[src/sv/parallel_port_scsi_initiator_top_macros.svh]
// assertion macros for the parallel port scsi initiator
`ifndef PARALLEL_PORT_SCSI_INITIATOR_TOP_MACROS_SVH
`define PARALLEL_PORT_SCSI_INITIATOR_TOP_MACROS_SVH

`ifndef SYNTH
`define PPSI_ASSERT_SAME(label, a, b) \
   label: assert property (@(posedge clock) disable iff (reset) (a) |-> (b)) \
      else $error("same-cycle check failed");
`define PPSI_ASSERT_NEXT(label, a, b) \
   label: assert property (@(posedge clock) disable iff (reset) (a) |=> (b)) \
      else $error("next-cycle check failed");
`else
`define PPSI_ASSERT_SAME(label, a, b)
`define PPSI_ASSERT_NEXT(label, a, b)
`endif

`endif

[src/sv/ppsi_pkg.sv]
package ppsi_pkg;

   localparam logic [3:0] MAX_CMD_BYTES = 4'd15;

   typedef struct packed {
      logic [1:0] mode;
      logic [2:0] target;
      logic [3:0] command_length;
      logic [7:0] host_byte;
      logic [3:0] status_nibble;
   } req_type;

   typedef struct packed {
      logic [2:0] action;
      logic [7:0] value;
      logic [1:0] error_kind;
      logic       last;
   } rsp_type;

   typedef enum logic [1:0] {
      MODE_START  = 2'd0,
      MODE_CMD    = 2'd1,
      MODE_DATA   = 2'd2,
      MODE_SAMPLE = 2'd3
   } mode_type;

   typedef enum logic [2:0] {
      ACT_DATA      = 3'd0,
      ACT_CTRL      = 3'd1,
      ACT_SAMPLE    = 3'd2,
      ACT_NEED_CMD  = 3'd3,
      ACT_NEED_DATA = 3'd4,
      ACT_BYTE_IN   = 3'd5,
      ACT_FINISHED  = 3'd6
   } act_type;

   typedef enum logic [1:0] {
      ERR_NONE       = 2'd0,
      ERR_SEL_TIMER  = 2'd1,
      ERR_RDY_TIMER  = 2'd2,
      ERR_BAD_PHASE  = 2'd3
   } err_type;

   typedef enum logic [0:0] {
      CSR_INITIATOR_ID  = 1'd0,
      CSR_TIMEOUT_LIMIT = 1'd1
   } csr_type;

   typedef enum logic [2:0] {
      PH_IDLE      = 3'd0,
      PH_SELECT    = 3'd1,
      PH_CMD_READY = 3'd2,
      PH_CMD_BYTE  = 3'd3,
      PH_BUS_WAIT  = 3'd4,
      PH_DATA_OUT  = 3'd5,
      PH_NIB_HI    = 3'd6,
      PH_NIB_LO    = 3'd7
   } phase_type;

   typedef enum logic [3:0] {
      RUN_START    = 4'd0,
      RUN_BYTE_OUT = 4'd1,
      RUN_SAMPLE   = 4'd2,
      RUN_FAIL     = 4'd3,
      RUN_SEL_OK   = 4'd4,
      RUN_NEED_CMD = 4'd5,
      RUN_NEED_DAT = 4'd6,
      RUN_NIB_HI   = 4'd7,
      RUN_NIB_LO   = 4'd8,
      RUN_BYTE_IN  = 4'd9,
      RUN_DISC     = 4'd10
   } run_kind_type;

   typedef enum logic [1:0] {
      SRC_CONST = 2'd0,
      SRC_ARG_A = 2'd1,
      SRC_ARG_B = 2'd2
   } src_type;

   typedef struct packed {
      run_kind_type kind;
      logic [7:0]   arg_a;
      logic [7:0]   arg_b;
      err_type      err;
   } run_type;

   typedef struct packed {
      act_type    act;
      src_type    src;
      logic [7:0] val;
   } entry_type;

   function automatic entry_type mk(act_type act, src_type src, logic [7:0] val);
      entry_type e;
      e.act = act;
      e.src = src;
      e.val = val;
      return e;
   endfunction

   function automatic logic [4:0] run_len(run_kind_type kind);
      case (kind)
         RUN_START:    return 5'd26;
         RUN_BYTE_OUT: return 5'd4;
         RUN_SEL_OK:   return 5'd2;
         RUN_NIB_HI:   return 5'd2;
         RUN_NIB_LO:   return 5'd2;
         RUN_BYTE_IN:  return 5'd3;
         RUN_DISC:     return 5'd23;
         default:      return 5'd1;
      endcase
   endfunction

   // connect train, then selection
   function automatic entry_type start_entry(logic [4:0] idx);
      case (idx)
         5'd0:  return mk(ACT_DATA, SRC_CONST, 8'h00);
         5'd1:  return mk(ACT_CTRL, SRC_CONST, 8'h04);
         5'd2:  return mk(ACT_CTRL, SRC_CONST, 8'h06);
         5'd3:  return mk(ACT_CTRL, SRC_CONST, 8'h04);
         5'd4:  return mk(ACT_CTRL, SRC_CONST, 8'h0C);
         5'd5:  return mk(ACT_DATA, SRC_CONST, 8'h3C);
         5'd6:  return mk(ACT_CTRL, SRC_CONST, 8'h04);
         5'd7:  return mk(ACT_CTRL, SRC_CONST, 8'h06);
         5'd8:  return mk(ACT_CTRL, SRC_CONST, 8'h04);
         5'd9:  return mk(ACT_CTRL, SRC_CONST, 8'h0C);
         5'd10: return mk(ACT_DATA, SRC_CONST, 8'h20);
         5'd11: return mk(ACT_CTRL, SRC_CONST, 8'h04);
         5'd12: return mk(ACT_CTRL, SRC_CONST, 8'h06);
         5'd13: return mk(ACT_CTRL, SRC_CONST, 8'h04);
         5'd14: return mk(ACT_CTRL, SRC_CONST, 8'h0C);
         5'd15: return mk(ACT_DATA, SRC_CONST, 8'h8F);
         5'd16: return mk(ACT_CTRL, SRC_CONST, 8'h04);
         5'd17: return mk(ACT_CTRL, SRC_CONST, 8'h06);
         5'd18: return mk(ACT_CTRL, SRC_CONST, 8'h04);
         5'd19: return mk(ACT_CTRL, SRC_CONST, 8'h0C);
         5'd20: return mk(ACT_DATA, SRC_ARG_A, 8'h00);
         5'd21: return mk(ACT_CTRL, SRC_CONST, 8'h0E);
         5'd22: return mk(ACT_CTRL, SRC_CONST, 8'h0C);
         5'd23: return mk(ACT_DATA, SRC_ARG_B, 8'h00);
         5'd24: return mk(ACT_CTRL, SRC_CONST, 8'h08);
         default: return mk(ACT_SAMPLE, SRC_CONST, 8'h00);
      endcase
   endfunction

   // status byte handshake, disconnect train, final status
   function automatic entry_type disc_entry(logic [4:0] idx);
      case (idx)
         5'd0:  return mk(ACT_CTRL, SRC_CONST, 8'h0E);
         5'd1:  return mk(ACT_CTRL, SRC_CONST, 8'h0C);
         5'd2:  return mk(ACT_DATA, SRC_CONST, 8'h00);
         5'd3:  return mk(ACT_CTRL, SRC_CONST, 8'h0C);
         5'd4:  return mk(ACT_CTRL, SRC_CONST, 8'h0E);
         5'd5:  return mk(ACT_CTRL, SRC_CONST, 8'h04);
         5'd6:  return mk(ACT_CTRL, SRC_CONST, 8'h0C);
         5'd7:  return mk(ACT_DATA, SRC_CONST, 8'h3C);
         5'd8:  return mk(ACT_CTRL, SRC_CONST, 8'h0C);
         5'd9:  return mk(ACT_CTRL, SRC_CONST, 8'h0E);
         5'd10: return mk(ACT_CTRL, SRC_CONST, 8'h04);
         5'd11: return mk(ACT_CTRL, SRC_CONST, 8'h0C);
         5'd12: return mk(ACT_DATA, SRC_CONST, 8'h20);
         5'd13: return mk(ACT_CTRL, SRC_CONST, 8'h0C);
         5'd14: return mk(ACT_CTRL, SRC_CONST, 8'h0E);
         5'd15: return mk(ACT_CTRL, SRC_CONST, 8'h04);
         5'd16: return mk(ACT_CTRL, SRC_CONST, 8'h0C);
         5'd17: return mk(ACT_DATA, SRC_CONST, 8'h0F);
         5'd18: return mk(ACT_CTRL, SRC_CONST, 8'h0C);
         5'd19: return mk(ACT_CTRL, SRC_CONST, 8'h0E);
         5'd20: return mk(ACT_CTRL, SRC_CONST, 8'h04);
         5'd21: return mk(ACT_CTRL, SRC_CONST, 8'h0C);
         default: return mk(ACT_FINISHED, SRC_ARG_A, 8'h00);
      endcase
   endfunction

   function automatic entry_type script_entry(run_kind_type kind, logic [4:0] idx);
      case (kind)
         RUN_START: return start_entry(idx);
         RUN_DISC:  return disc_entry(idx);
         RUN_BYTE_OUT: begin
            case (idx)
               5'd0:    return mk(ACT_DATA, SRC_ARG_A, 8'h00);
               5'd1:    return mk(ACT_CTRL, SRC_CONST, 8'h0E);
               5'd2:    return mk(ACT_CTRL, SRC_CONST, 8'h0C);
               default: return mk(ACT_SAMPLE, SRC_CONST, 8'h00);
            endcase
         end
         RUN_FAIL:     return mk(ACT_FINISHED, SRC_CONST, 8'hFF);
         RUN_NEED_CMD: return mk(ACT_NEED_CMD, SRC_CONST, 8'h00);
         RUN_NEED_DAT: return mk(ACT_NEED_DATA, SRC_CONST, 8'h00);
         RUN_SEL_OK:
            return (idx == 5'd0) ? mk(ACT_CTRL, SRC_CONST, 8'h0C)
                                 : mk(ACT_SAMPLE, SRC_CONST, 8'h00);
         RUN_NIB_HI:
            return (idx == 5'd0) ? mk(ACT_CTRL, SRC_CONST, 8'h04)
                                 : mk(ACT_SAMPLE, SRC_CONST, 8'h00);
         RUN_NIB_LO:
            return (idx == 5'd0) ? mk(ACT_CTRL, SRC_CONST, 8'h06)
                                 : mk(ACT_SAMPLE, SRC_CONST, 8'h00);
         RUN_BYTE_IN: begin
            case (idx)
               5'd0:    return mk(ACT_BYTE_IN, SRC_ARG_A, 8'h00);
               5'd1:    return mk(ACT_CTRL, SRC_CONST, 8'h0C);
               default: return mk(ACT_SAMPLE, SRC_CONST, 8'h00);
            endcase
         end
         default: return mk(ACT_SAMPLE, SRC_CONST, 8'h00);
      endcase
   endfunction

endpackage

[src/sv/parallel_port_scsi_initiator_top.sv]
// parallel port scsi initiator: each request transfer is decoded combinationally into a run
// of port actions, held in a one-deep run buffer, and played out by the emitter at one
// response transfer per cycle while rsp_stall is low, through a registered output. a start
// yields 26 responses, the status-byte read with disconnect 23, the rest 1 to 4, and some
// none. requests are taken back to back while the run buffer is free, so a request is
// accepted every cycle for runs of one response while the response side does not stall;
// otherwise a request waits until the single-response-per-cycle emitter takes the
// buffered run. timeout_limit and initiator_id take effect for requests transferred after the write.
`include "parallel_port_scsi_initiator_top_macros.svh"

module parallel_port_scsi_initiator_top (
   input  logic               clock,
   input  logic               reset,
   input  logic               csr_write,
   input  logic [0:0]         csr_index,
   input  logic [15:0]        csr_wdata,
   input  logic               req_valid,
   output logic               req_stall,
   input  ppsi_pkg::req_type  req_data,
   output logic               rsp_valid,
   input  logic               rsp_stall,
   output ppsi_pkg::rsp_type  rsp_data
);

   logic              desc_valid;
   logic              desc_take;
   ppsi_pkg::run_type desc;

   logic              rsp_err;
   logic              rsp_fail;
   logic              start_xfer;
   logic              start_run;

   ppsi_engine u_engine (
      .clock      (clock),
      .reset      (reset),
      .csr_write  (csr_write),
      .csr_index  (csr_index),
      .csr_wdata  (csr_wdata),
      .req_valid  (req_valid),
      .req_data   (req_data),
      .req_stall  (req_stall),
      .desc_take  (desc_take),
      .desc_valid (desc_valid),
      .desc       (desc)
   );

   ppsi_emitter u_emitter (
      .clock      (clock),
      .reset      (reset),
      .desc_valid (desc_valid),
      .desc       (desc),
      .desc_take  (desc_take),
      .rsp_valid  (rsp_valid),
      .rsp_stall  (rsp_stall),
      .rsp_data   (rsp_data)
   );

   assign rsp_err    = rsp_valid && rsp_data.error_kind != ppsi_pkg::ERR_NONE;
   assign rsp_fail   = rsp_data.action == ppsi_pkg::ACT_FINISHED && rsp_data.value == 8'hFF;
   assign start_xfer = req_valid && !req_stall && req_data.mode == ppsi_pkg::MODE_START;
   assign start_run  = desc_valid && desc.kind == ppsi_pkg::RUN_START;

   // error codes only on an error finish
   `PPSI_ASSERT_SAME(a_err_finish, rsp_err, rsp_fail)
   // a buffered run is never dropped
   `PPSI_ASSERT_NEXT(a_run_kept, desc_valid && !desc_take, desc_valid)
   // a start transfer always queues a run
   `PPSI_ASSERT_NEXT(a_start_run, start_xfer, start_run)

endmodule

[src/sv/ppsi_engine.sv]
module ppsi_engine (
   input  logic               clock,
   input  logic               reset,
   input  logic               csr_write,
   input  logic [0:0]         csr_index,
   input  logic [15:0]        csr_wdata,
   input  logic               req_valid,
   input  ppsi_pkg::req_type  req_data,
   output logic               req_stall,
   input  logic               desc_take,
   output logic               desc_valid,
   output ppsi_pkg::run_type  desc
);

   ppsi_pkg::phase_type phase_ff, phase_in;
   logic [15:0]         wait_ff, wait_in;
   logic [3:0]          bytes_ff, bytes_in;
   logic [3:0]          high_ff, high_in;
   logic                rstat_ff, rstat_in;
   logic [2:0]          init_id_ff;
   logic [15:0]         limit_ff;
   logic                desc_valid_ff, desc_valid_in;
   ppsi_pkg::run_type   desc_ff, desc_in;

   logic       accept;
   logic       emit;
   logic       ready;
   logic       expired;
   logic [3:0] bytes_dec;
   ppsi_pkg::run_type run;

   assign req_stall  = desc_valid_ff && !desc_take;
   assign accept     = req_valid && !req_stall;
   assign ready      = req_data.status_nibble[3];
   assign expired    = wait_ff >= limit_ff;
   assign bytes_dec  = (bytes_ff != 4'd0) ? bytes_ff - 4'd1 : 4'd0;
   assign desc_valid = desc_valid_ff;
   assign desc       = desc_ff;

   always_comb begin
      phase_in  = phase_ff;
      wait_in   = wait_ff;
      bytes_in  = bytes_ff;
      high_in   = high_ff;
      rstat_in  = rstat_ff;
      emit      = 1'b0;
      run.kind  = ppsi_pkg::RUN_SAMPLE;
      run.arg_a = req_data.host_byte;
      run.arg_b = 8'h00;
      run.err   = ppsi_pkg::ERR_NONE;
      case (ppsi_pkg::mode_type'(req_data.mode))
         ppsi_pkg::MODE_START: begin
            emit      = 1'b1;
            run.kind  = ppsi_pkg::RUN_START;
            run.arg_a = 8'h01 << req_data.target;
            run.arg_b = 8'h01 << init_id_ff;
            bytes_in  = (req_data.command_length > ppsi_pkg::MAX_CMD_BYTES)
                        ? ppsi_pkg::MAX_CMD_BYTES : req_data.command_length;
            wait_in   = 16'd0;
            rstat_in  = 1'b0;
            phase_in  = ppsi_pkg::PH_SELECT;
         end
         ppsi_pkg::MODE_CMD: begin
            if (phase_ff == ppsi_pkg::PH_CMD_BYTE) begin
               emit     = 1'b1;
               run.kind = ppsi_pkg::RUN_BYTE_OUT;
               bytes_in = bytes_dec;
               phase_in = (bytes_dec != 4'd0) ? ppsi_pkg::PH_CMD_READY
                                              : ppsi_pkg::PH_BUS_WAIT;
               wait_in  = 16'd0;
            end
         end
         ppsi_pkg::MODE_DATA: begin
            if (phase_ff == ppsi_pkg::PH_DATA_OUT) begin
               emit     = 1'b1;
               run.kind = ppsi_pkg::RUN_BYTE_OUT;
               phase_in = ppsi_pkg::PH_BUS_WAIT;
               wait_in  = 16'd0;
            end
         end
         default: begin
            case (phase_ff)
               ppsi_pkg::PH_SELECT: begin
                  emit = 1'b1;
                  if (req_data.status_nibble == 4'd0) begin
                     if (expired) begin
                        run.kind = ppsi_pkg::RUN_FAIL;
                        run.err  = ppsi_pkg::ERR_SEL_TIMER;
                        phase_in = ppsi_pkg::PH_IDLE;
                     end else begin
                        wait_in = wait_ff + 16'd1;
                     end
                  end else begin
                     run.kind = ppsi_pkg::RUN_SEL_OK;
                     phase_in = (bytes_ff != 4'd0) ? ppsi_pkg::PH_CMD_READY
                                                   : ppsi_pkg::PH_BUS_WAIT;
                     wait_in  = 16'd0;
                  end
               end
               ppsi_pkg::PH_CMD_READY: begin
                  emit = 1'b1;
                  if (!ready) begin
                     if (expired) begin
                        run.kind = ppsi_pkg::RUN_FAIL;
                        run.err  = ppsi_pkg::ERR_RDY_TIMER;
                        phase_in = ppsi_pkg::PH_IDLE;
                     end else begin
                        wait_in = wait_ff + 16'd1;
                     end
                  end else begin
                     run.kind = ppsi_pkg::RUN_NEED_CMD;
                     phase_in = ppsi_pkg::PH_CMD_BYTE;
                  end
               end
               ppsi_pkg::PH_BUS_WAIT: begin
                  emit = 1'b1;
                  if (!ready) begin
                     if (expired) begin
                        run.kind = ppsi_pkg::RUN_FAIL;
                        run.err  = ppsi_pkg::ERR_RDY_TIMER;
                        phase_in = ppsi_pkg::PH_IDLE;
                     end else begin
                        wait_in = wait_ff + 16'd1;
                     end
                  end else if (req_data.status_nibble == 4'hC) begin
                     run.kind = ppsi_pkg::RUN_NEED_DAT;
                     phase_in = ppsi_pkg::PH_DATA_OUT;
                  end else if (req_data.status_nibble == 4'hD ||
                               req_data.status_nibble == 4'hF) begin
                     run.kind = ppsi_pkg::RUN_NIB_HI;
                     rstat_in = req_data.status_nibble == 4'hF;
                     phase_in = ppsi_pkg::PH_NIB_HI;
                  end else begin
                     run.kind = ppsi_pkg::RUN_FAIL;
                     run.err  = ppsi_pkg::ERR_BAD_PHASE;
                     phase_in = ppsi_pkg::PH_IDLE;
                  end
               end
               ppsi_pkg::PH_NIB_HI: begin
                  emit     = 1'b1;
                  run.kind = ppsi_pkg::RUN_NIB_LO;
                  high_in  = req_data.status_nibble;
                  phase_in = ppsi_pkg::PH_NIB_LO;
               end
               ppsi_pkg::PH_NIB_LO: begin
                  emit      = 1'b1;
                  run.arg_a = {high_ff, req_data.status_nibble};
                  if (!rstat_ff) begin
                     run.kind = ppsi_pkg::RUN_BYTE_IN;
                     phase_in = ppsi_pkg::PH_BUS_WAIT;
                     wait_in  = 16'd0;
                  end else begin
                     run.kind = ppsi_pkg::RUN_DISC;
                     phase_in = ppsi_pkg::PH_IDLE;
                  end
               end
               default: emit = 1'b0;
            endcase
         end
      endcase
   end

   always_comb begin
      desc_valid_in = desc_valid_ff && !desc_take;
      desc_in       = desc_ff;
      if (accept && emit) begin
         desc_valid_in = 1'b1;
         desc_in       = run;
      end
   end

   always_ff @(posedge clock) begin
      if (reset) begin
         phase_ff      <= ppsi_pkg::PH_IDLE;
         wait_ff       <= 16'd0;
         bytes_ff      <= 4'd0;
         high_ff       <= 4'd0;
         rstat_ff      <= 1'b0;
         init_id_ff    <= 3'd7;
         limit_ff      <= 16'd50000;
         desc_valid_ff <= 1'b0;
      end else begin
         desc_valid_ff <= desc_valid_in;
         if (accept) begin
            phase_ff <= phase_in;
            wait_ff  <= wait_in;
            bytes_ff <= bytes_in;
            high_ff  <= high_in;
            rstat_ff <= rstat_in;
         end
         if (csr_write) begin
            case (ppsi_pkg::csr_type'(csr_index))
               ppsi_pkg::CSR_INITIATOR_ID:  init_id_ff <= csr_wdata[2:0];
               ppsi_pkg::CSR_TIMEOUT_LIMIT: limit_ff   <= csr_wdata;
               default:                     limit_ff   <= limit_ff;
            endcase
         end
      end
   end

   always_ff @(posedge clock) begin
      desc_ff <= desc_in;
   end

endmodule

[src/sv/ppsi_emitter.sv]
module ppsi_emitter (
   input  logic               clock,
   input  logic               reset,
   input  logic               desc_valid,
   input  ppsi_pkg::run_type  desc,
   output logic               desc_take,
   output logic               rsp_valid,
   input  logic               rsp_stall,
   output ppsi_pkg::rsp_type  rsp_data
);

   logic                act_valid_ff, act_valid_in;
   ppsi_pkg::run_type   act_ff, act_in;
   logic [4:0]          idx_ff, idx_in;
   logic                rsp_valid_ff, rsp_valid_in;
   ppsi_pkg::rsp_type   rsp_ff, rsp_in;

   ppsi_pkg::entry_type entry;
   logic                out_free;
   logic                adv;
   logic                is_last;
   logic [7:0]          value;

   assign entry     = ppsi_pkg::script_entry(act_ff.kind, idx_ff);
   assign is_last   = idx_ff == ppsi_pkg::run_len(act_ff.kind) - 5'd1;
   assign out_free  = !rsp_valid_ff || !rsp_stall;
   assign adv       = act_valid_ff && out_free;
   assign desc_take = !act_valid_ff || (adv && is_last);
   assign rsp_valid = rsp_valid_ff;
   assign rsp_data  = rsp_ff;

   always_comb begin
      case (entry.src)
         ppsi_pkg::SRC_ARG_A: value = act_ff.arg_a;
         ppsi_pkg::SRC_ARG_B: value = act_ff.arg_b;
         default:             value = entry.val;
      endcase
   end

   always_comb begin
      act_valid_in = act_valid_ff;
      act_in       = act_ff;
      idx_in       = idx_ff;
      if (desc_take) begin
         act_valid_in = desc_valid;
         act_in       = desc;
         idx_in       = 5'd0;
      end else if (adv) begin
         idx_in = idx_ff + 5'd1;
      end
   end

   always_comb begin
      rsp_valid_in = rsp_valid_ff && !out_free;
      rsp_in       = rsp_ff;
      if (adv) begin
         rsp_valid_in      = 1'b1;
         rsp_in.action     = entry.act;
         rsp_in.value      = value;
         rsp_in.error_kind = (entry.act == ppsi_pkg::ACT_FINISHED) ? act_ff.err
                                                                    : ppsi_pkg::ERR_NONE;
         rsp_in.last       = is_last;
      end
   end

   always_ff @(posedge clock) begin
      if (reset) begin
         act_valid_ff <= 1'b0;
         rsp_valid_ff <= 1'b0;
         idx_ff       <= 5'd0;
      end else begin
         act_valid_ff <= act_valid_in;
         rsp_valid_ff <= rsp_valid_in;
         idx_ff       <= idx_in;
      end
   end

   always_ff @(posedge clock) begin
      act_ff <= act_in;
      rsp_ff <= rsp_in;
   end

endmodule

[config.mk]
export PLATFORM = sky130hd
export DESIGN_NAME = parallel_port_scsi_initiator_top
export DESIGN_NICKNAME = d
export VERILOG_FILES = /design/src/sv/ppsi_pkg.sv /design/src/sv/parallel_port_scsi_initiator_top.sv /design/src/sv/ppsi_engine.sv /design/src/sv/ppsi_emitter.sv
export VERILOG_INCLUDE_DIRS = /design/src /design/src/sv
export SDC_FILE = /design/constraint.sdc
export NUM_CORES = 1
export LEC_CHECK = 0
export ABC_AREA = 1
export BUFFER_PORTS_ARGS = -buffer_cell sky130_fd_sc_hd__buf_2
export CAP_MARGIN = 10
export CORE_MARGIN = 4
export CORE_UTILIZATION = 45
export DETAILED_ROUTE_END_ITERATION = 7
export PLACE_DENSITY = 0.66
export SETUP_SLACK_MARGIN = 0.15
export SYNTH_ARGS = -nofsm -noshare
export SYNTH_HDL_FRONTEND = slang
export SYNTH_SLANG_ARGS = --single-unit
[constraint.sdc]
create_clock -name clock -period 5 [get_ports clock]
set_clock_uncertainty 0.05 [all_clocks]
set_input_delay 0.75 -clock clock [delete_from_list [all_inputs] [get_ports clock]]
set_output_delay 0.75 -clock clock [all_outputs]
set_load 0.01 [all_outputs]
# Word level (Yosys, flattened, before mapping)
# Memory sizes are Yosys's and may differ from the RTL's. A register that Yosys moved wholly into a read port is not among the register bits.
# Cells that the tools add are included.
[word_totals]
mem_bits_ro = 672
regBits = 113
out_inout_bits = 16
memories = 2
[op_classes]
reduce_logical = 40
mux = 69
n_shift = 2
n_addsub = 4
n_eq_ne = 32
bitwise_logic = 3
order_cmp = 2
[memory_table]
columns = ["memory", "words", "width", "read_ports", "rd_clocked_by_memory_dff", "wr", "line_no", "rtl"]
rows = [
  ["(name not given)", 32, 11, 1, 1, 0, "ppsi_pkg.sv:116", "case (idx)"],
  ["(name not given)", 32, 10, 1, 1, 0, "ppsi_pkg.sv:148", "case (idx)"],
]
[op_table]
columns = ["cell", "n"]
rows = [
  ["$pmux 13 s10", 1],
  ["$mux 16", 6],
  ["$pmux 16 s3", 2],
  ["$mux 12", 3],
  ["$mux 3", 12],
  ["$pmux 12 s3", 1],
  ["$pmux 8 s2", 2],
  ["$mux 4", 7],
  ["$pmux 13 s2", 1],
  ["$pmux 5 s5", 1],
  ["$eq 4x4->1 const B", 6],
  ["$mux 5", 4],
  ["$pmux 4 s5", 1],
  ["$mux 2", 9],
  ["$add 16x1->16 const B", 1],
  ["$eq 4x3->1 const B", 4],
  ["$ge 16x16->1", 1],
  ["$shl 1x3->8 const A", 2],
  ["$eq 3x3->1 const B", 5],
  ["$pmux 3 s5", 1],
  ["$pmux 4 s3", 1],
  ["$reduce_and 6->1", 2],
  ["$mux 1", 11],
  ["$pmux 3 s3", 1],
  ["other kinds (39)", 67],
]

# Logic depth before layout (Yosys ltp)
[logic_depth]
depth_word = 13
depth_mapped = 29
mapped_depth_nobuf = 29

# Hierarchy
# From an unflattened synthesis, not the netlist that was laid out.
[hier_totals]
cells_unflattened = 896
area_unflattened_um2 = 7258.2
[by_module_without_submodules]
columns = ["module", "area_each_um2", "seq_area_each_um2", "cells_each", "n_inst"]
rows = [
  ["ppsi_engine", 3986.3, 1621.6, 541, 1],
  ["ppsi_emitter", 3271.9, 1581.5, 355, 1],
]

# Worst setup path after synthesis
# Ideal clock, no wire load.
[synth_path]
path_type = "register -> register"
start = "reg u_emitter.act_ff[19] (netlist name)"
end = "reg u_engine.desc_ff (netlist bit u_engine.desc[0]), enable pin"
required_ns = 4.548
synth_period_minus_slack_ns = 3.446
slack_ns = 1.554
setup_ns = 0.402
n_path_buf = 0
arrival_time_ns = 2.995
path_stages_with_launch = 15
cell_sequence = "edfxtp_1 nor2_1 nand2_1 inv_1 nor3_1 ha_1 xor2_1 nand3_1 nor2_1 nand2_1 nor2_2 nand3_4 nand3_2 nand2_1 nor2_1"
[synth_via]
elab_chain_cells = 12
elab_cells_between_ends = 18
cone_classes = "1 x add/sub; 7 x eq/ne; 1 x mux; 9 x reduce/logical"
[synth_rtl]
columns = ["element", "line_no", "rtl"]
rows = [
  ["start, declared", "ppsi_emitter.sv:13", "ppsi_pkg::run_type act_ff, act_in;"],
  ["start signal, assigned", "ppsi_emitter.sv:79", "act_ff <= act_in;"],
  ["$eq 4x3->1 / $eq 4x4->1 (equally long branches)", "ppsi_pkg.sv:102", "case (kind)"],
  ["$reduce_or 3->1 (no source line)", "--", ""],
  ["$pmux 5 s5 *", "ppsi_pkg.sv:102", ""],
  ["$sub 5x1->5 *", "ppsi_emitter.sv:25", "assign is_last = idx_ff == ppsi_pkg::run_len(act_ff.kind) - 5'd1;"],
  ["$eq 5x5->1 *", "ppsi_emitter.sv:25", ""],
  ["$logic_and 1x1->1 *", "ppsi_emitter.sv:28", "assign desc_take = !act_valid_ff || (adv && is_last);"],
  ["$logic_or 1x1->1 *", "ppsi_emitter.sv:28", ""],
  ["$logic_not 1->1 *", "ppsi_engine.sv:32", "assign req_stall = desc_valid_ff && !desc_take;"],
  ["$logic_and 1x1->1 *", "ppsi_engine.sv:32", ""],
  ["$logic_not 1->1 *", "ppsi_engine.sv:33", "assign accept = req_valid && !req_stall;"],
  ["$logic_and 1x1->1 *", "ppsi_engine.sv:33", ""],
  ["$logic_and 1x1->1 *", "ppsi_engine.sv:166", "if (accept && emit) begin"],
  ["end signal, assigned", "ppsi_engine.sv:202", "desc_ff <= desc_in;"],
  ["end, declared", "ppsi_engine.sv:23", "ppsi_pkg::run_type desc_ff, desc_in;"],
]
# Mark *: on every way between the ends. The rest lies on a longest branch, timed or not.
# A chain may end at the register's enable or synchronous reset.

# Final worst setup path
[layout_path]
start = "reg u_emitter.act_ff[19] (netlist name)"
end = "out req_stall"
[layout_via]
elab_chain_cells = 9
elab_cells_between_ends = 15
cone_classes = "1 x add/sub; 7 x eq/ne; 1 x mux; 6 x reduce/logical"
[layout_rtl]
columns = ["element", "line_no", "rtl"]
rows = [
  ["$eq 4x3->1 / $eq 4x4->1 (equally long branches)", "ppsi_pkg.sv:102", ""],
  ["$reduce_or 3->1 (no source line)", "--", ""],
  ["$pmux 5 s5 *", "ppsi_pkg.sv:102", ""],
  ["$sub 5x1->5 *", "ppsi_emitter.sv:25", ""],
  ["$eq 5x5->1 *", "ppsi_emitter.sv:25", ""],
  ["$logic_and 1x1->1 *", "ppsi_emitter.sv:28", ""],
  ["$logic_or 1x1->1 *", "ppsi_emitter.sv:28", ""],
  ["$logic_not 1->1 *", "ppsi_engine.sv:32", ""],
  ["$logic_and 1x1->1 *", "ppsi_engine.sv:32", ""],
  ["end, declared", "parallel_port_scsi_initiator_top.sv:18", "output logic req_stall,"],
]
# Marked as above.

==> flow_summary.yaml <==
clock_network:
  insertion_delay_ps: 420
  post_cts_resized: 0
  cts_max_level: 4
  ctsLongestPathBuffers: 2
  cts_sinks: 131
  root_buffer: "clkbuf_16"
  cts_hold_buffers: 0
  cts_tree: "yes"
  post_cts_buffers: 0
  numCtsBuffers: 17
  clkTransAtPathRegs_ps: 60
routing:
  wl_met2_um: 8986
  wl_met1_um: 8233
  drc: 0
  dr.pass1.iters: 6
  ant_nets: 0
  drt-initial-drc-count: 564
  wl_per_cell_um: 14.29
  top_layer: "met4"
  vias_per_cell: 5.216
  routed_wl_um: 18300
  vias: 6677
  routed-wl-met3_um: 667
logic_synthesis:
  synth_top_cell_by_area: "edfxtp_1"
  synth_seq_cells: 131
  yosysSeqAreaShare_pct: 41.99
  syn_avg_cell_area_um2: 7.667
  synth_async_sr_flop_share_pct: 0
  yosysWarnings: 0
  synth-edff-count: 58
  yosys.area.top_type_share_pct: 22.83
  syn_inst: 995
  synth.distinct_cells: 46
  netlist_area_mm2: 0.007629
  synth_nets: 1074
  ys_top_cells_by_area: "edfxtp_1 (23%), dfxtp_1 (19%), nand2_1 (12%)"
  synthFlopType: "dfxtp_1"
floorplan:
  die_w_um: 138.2
  rows: 47
  start_util_pct: 46.00
  die_y_um: 138.2
  design.core.area_mm2: 0.01658
  num_io_pins: 59
  dieArea_mm2: 0.01910
global_route:
  grt_pass1_wl_um: 29600
  grt_usage_pct: 18.82
  grt_max_degree: 25
  grt_pass1_vias: 6173
  grt_overflow: 0
  antenna_found_initial: 0
sta:
  worst_pin_slew_ps: 903.6
  max_slew_margin_pct: 39.62
  hold_viol_final: 0
  tns_ps: 0
  finalSetupViolations: 0
  whs_ps: 361.4
  fmax_ghz: 0.2505
  finalCritPeriodShare_pct: 79.86
  slew_violations: 0
  rsz0062_at_grt: "false"
  layout_min_cycle_time_ps: 3993
worst_setup_path:
  cpMaxStageDelayCell: "edfxtp_1"
  crit_path_max_incr_delay_ps: 450
  endpoint_kind: "output pin"
  required_ps: 4200
  crit_fanout: 12
  crit_chain: "nor2_1, nand2_1, inv_1, nor3_1, ha_1, inv_1, nand2_1, nand2_1, inv_1, nand2_1, nand2_1, nor2_1, nand2_1, nor2_2, nand3_4, nand3_2, inv_1, buf_2"
  critPathLaunchType: "flop"
  crit_top_cell: "nand2_1"
  crit_type: "flop to output pin"
  crit_arrival_ps: 3190
power:
  power.leakage_nw: 3.868
  power.share.sequential_pct: 43.1
  swShare_pct: 25.64
  power_density_mw_per_mm2: 318.2
  p_switching_uw: 709.2
  internal_power_mw: 2.057
  clockPowerShare_pct: 46.2
  peakVddDrop_mv: 0.2547
  comb_power_share_pct: 10.7
final_layout:
  drive_gt1_share_pct: 13.21
  nets: 1126
  syn_to_final_growth_pct: 13.94
  fillers: 1623
  diodes: 0
  most-common-layout-cells: "nand2_1 (238), inv_1 (131), nor2_1 (94), dfxtp_1 (73)"
  final_common_cell: "nand2_1"
placed_design:
  io_buffers: 58
  place.gp.congestion: 0.9347
  dp_hpwl_um: 13590
run_status:
  status: "finished clean"
min_path:
  hold_path_class: "flop to flop"
job:
  drv_cap: 0
## cells by family (layout without fill, tap and decap cells)
group | after synthesis | after routing | synth area share (%)
simple gates | 471 | 471 | 28.11
fa+ha+maj | 36 | 36 | 5.905
compound gates | 174 | 174 | 13.60
mux | 1 | 1 | 0.1312
buf+inv | 170 | 235 | 8.889
flops | 131 | 131 | 41.99
xor+xnor | 12 | 12 | 1.378
## metrics by stage
stage	cell area [um2]	utilization, %	total power, mW	instances	worst slack [ps]
6_report	8692	52.41	2.766	1280	1007
3_5_place_dp	8084	48.75	1.510	1248	1236
4_1_cts	8692	52.41	2.789	1280	1041
2_1_floorplan	7629	-	1.426	995	1554
5_1_grt	8692	52.41	2.882	1280	716.2
3_3_place_gp	8084	48.75	1.506	1248	1361
## final cells by class
cell class | count | area [um2] | area share (%)
inverter | 141 | 529.3 | 6.089
timing repair buffer | 62 | 320.3 | 3.685
multi-input combinational | 694 | 3756 | 43.21
clock buffer | 18 | 429.2 | 4.937
sequential | 131 | 3203 | 36.85
clock inverter | 14 | 178.9 | 2.058
tap | 220 | 275.3 | 3.167
## per-layer routing
metal  track usage (%)  vias up
met5                 0        -
met4             7.124        0
met3             3.419       34
met2             31.81      140
met1             24.10     3065
li1                  -     3438
## cell usage after synthesis, types with 2 or more instances
| cell | instances |
|---|---|
| a22o_1 | 7 |
| a21oi_2 | 4 |
| a221oi_1 | 7 |
| nor4_1 | 6 |
| a21oi_1 | 56 |
| nand2_1 | 238 |
| nor3_1 | 23 |
| o21a_1 | 3 |
| nand4_1 | 25 |
| inv_2 | 9 |
| ha_1 | 36 |
| xor2_1 | 12 |
| buf_6 | 4 |
| buf_2 | 5 |
| buf_1 | 3 |
| nor2_1 | 95 |
| o211ai_1 | 13 |
| nor2_2 | 6 |
| nand3_1 | 51 |
| nand3_2 | 5 |
| dfxtp_1 | 73 |
| o21ai_0 | 55 |
| clkbuf_1 | 16 |
| o21ai_2 | 2 |
| nand3_4 | 2 |
| nor4_2 | 2 |
| a31oi_1 | 4 |
| inv_1 | 131 |
| o22ai_1 | 11 |
| nand2_2 | 4 |
| a22oi_1 | 9 |
| nor2_4 | 6 |
| nor2_8 | 2 |
| edfxtp_1 | 58 |
## power by group through the flow
stage                     combinational [mW]  sequential (mW)  clock, mW
after floorplan                        0.217             1.21          0
after global placement                 0.292             1.21          0
after detailed placement               0.294             1.22          0
after CTS                              0.296             1.19       1.30
after global routing                   0.333             1.20       1.35
final                                  0.296             1.19       1.28
## worst paths after layout
check	from	endpoint	slack [ps]	cells past startpoint
worst max-delay path	u_emitter.act_ff[19]$_DFFE_PP_	req_stall	1010	18
worst min-delay path	u_engine.desc[2]$_SDFFCE_PP0P_	u_emitter.act_ff[2]$_DFFE_PP_	360	0
worst max register to register	u_emitter.act_ff[19]$_DFFE_PP_	flop	1180	23
worst min register to register	u_engine.desc[2]$_SDFFCE_PP0P_	u_emitter.act_ff[2]$_DFFE_PP_	360	0
## worst max-delay path, delay by kind of cell, from the launching register on
kind	cells	cell delay, ps
adder cells (fa/ha/maj)	1	220
buffers and inverters	5	720
flip-flops	1	450
AND/OR/NAND/NOR	12	1370
No activity file was read; power rests on OpenSTA's default activity.
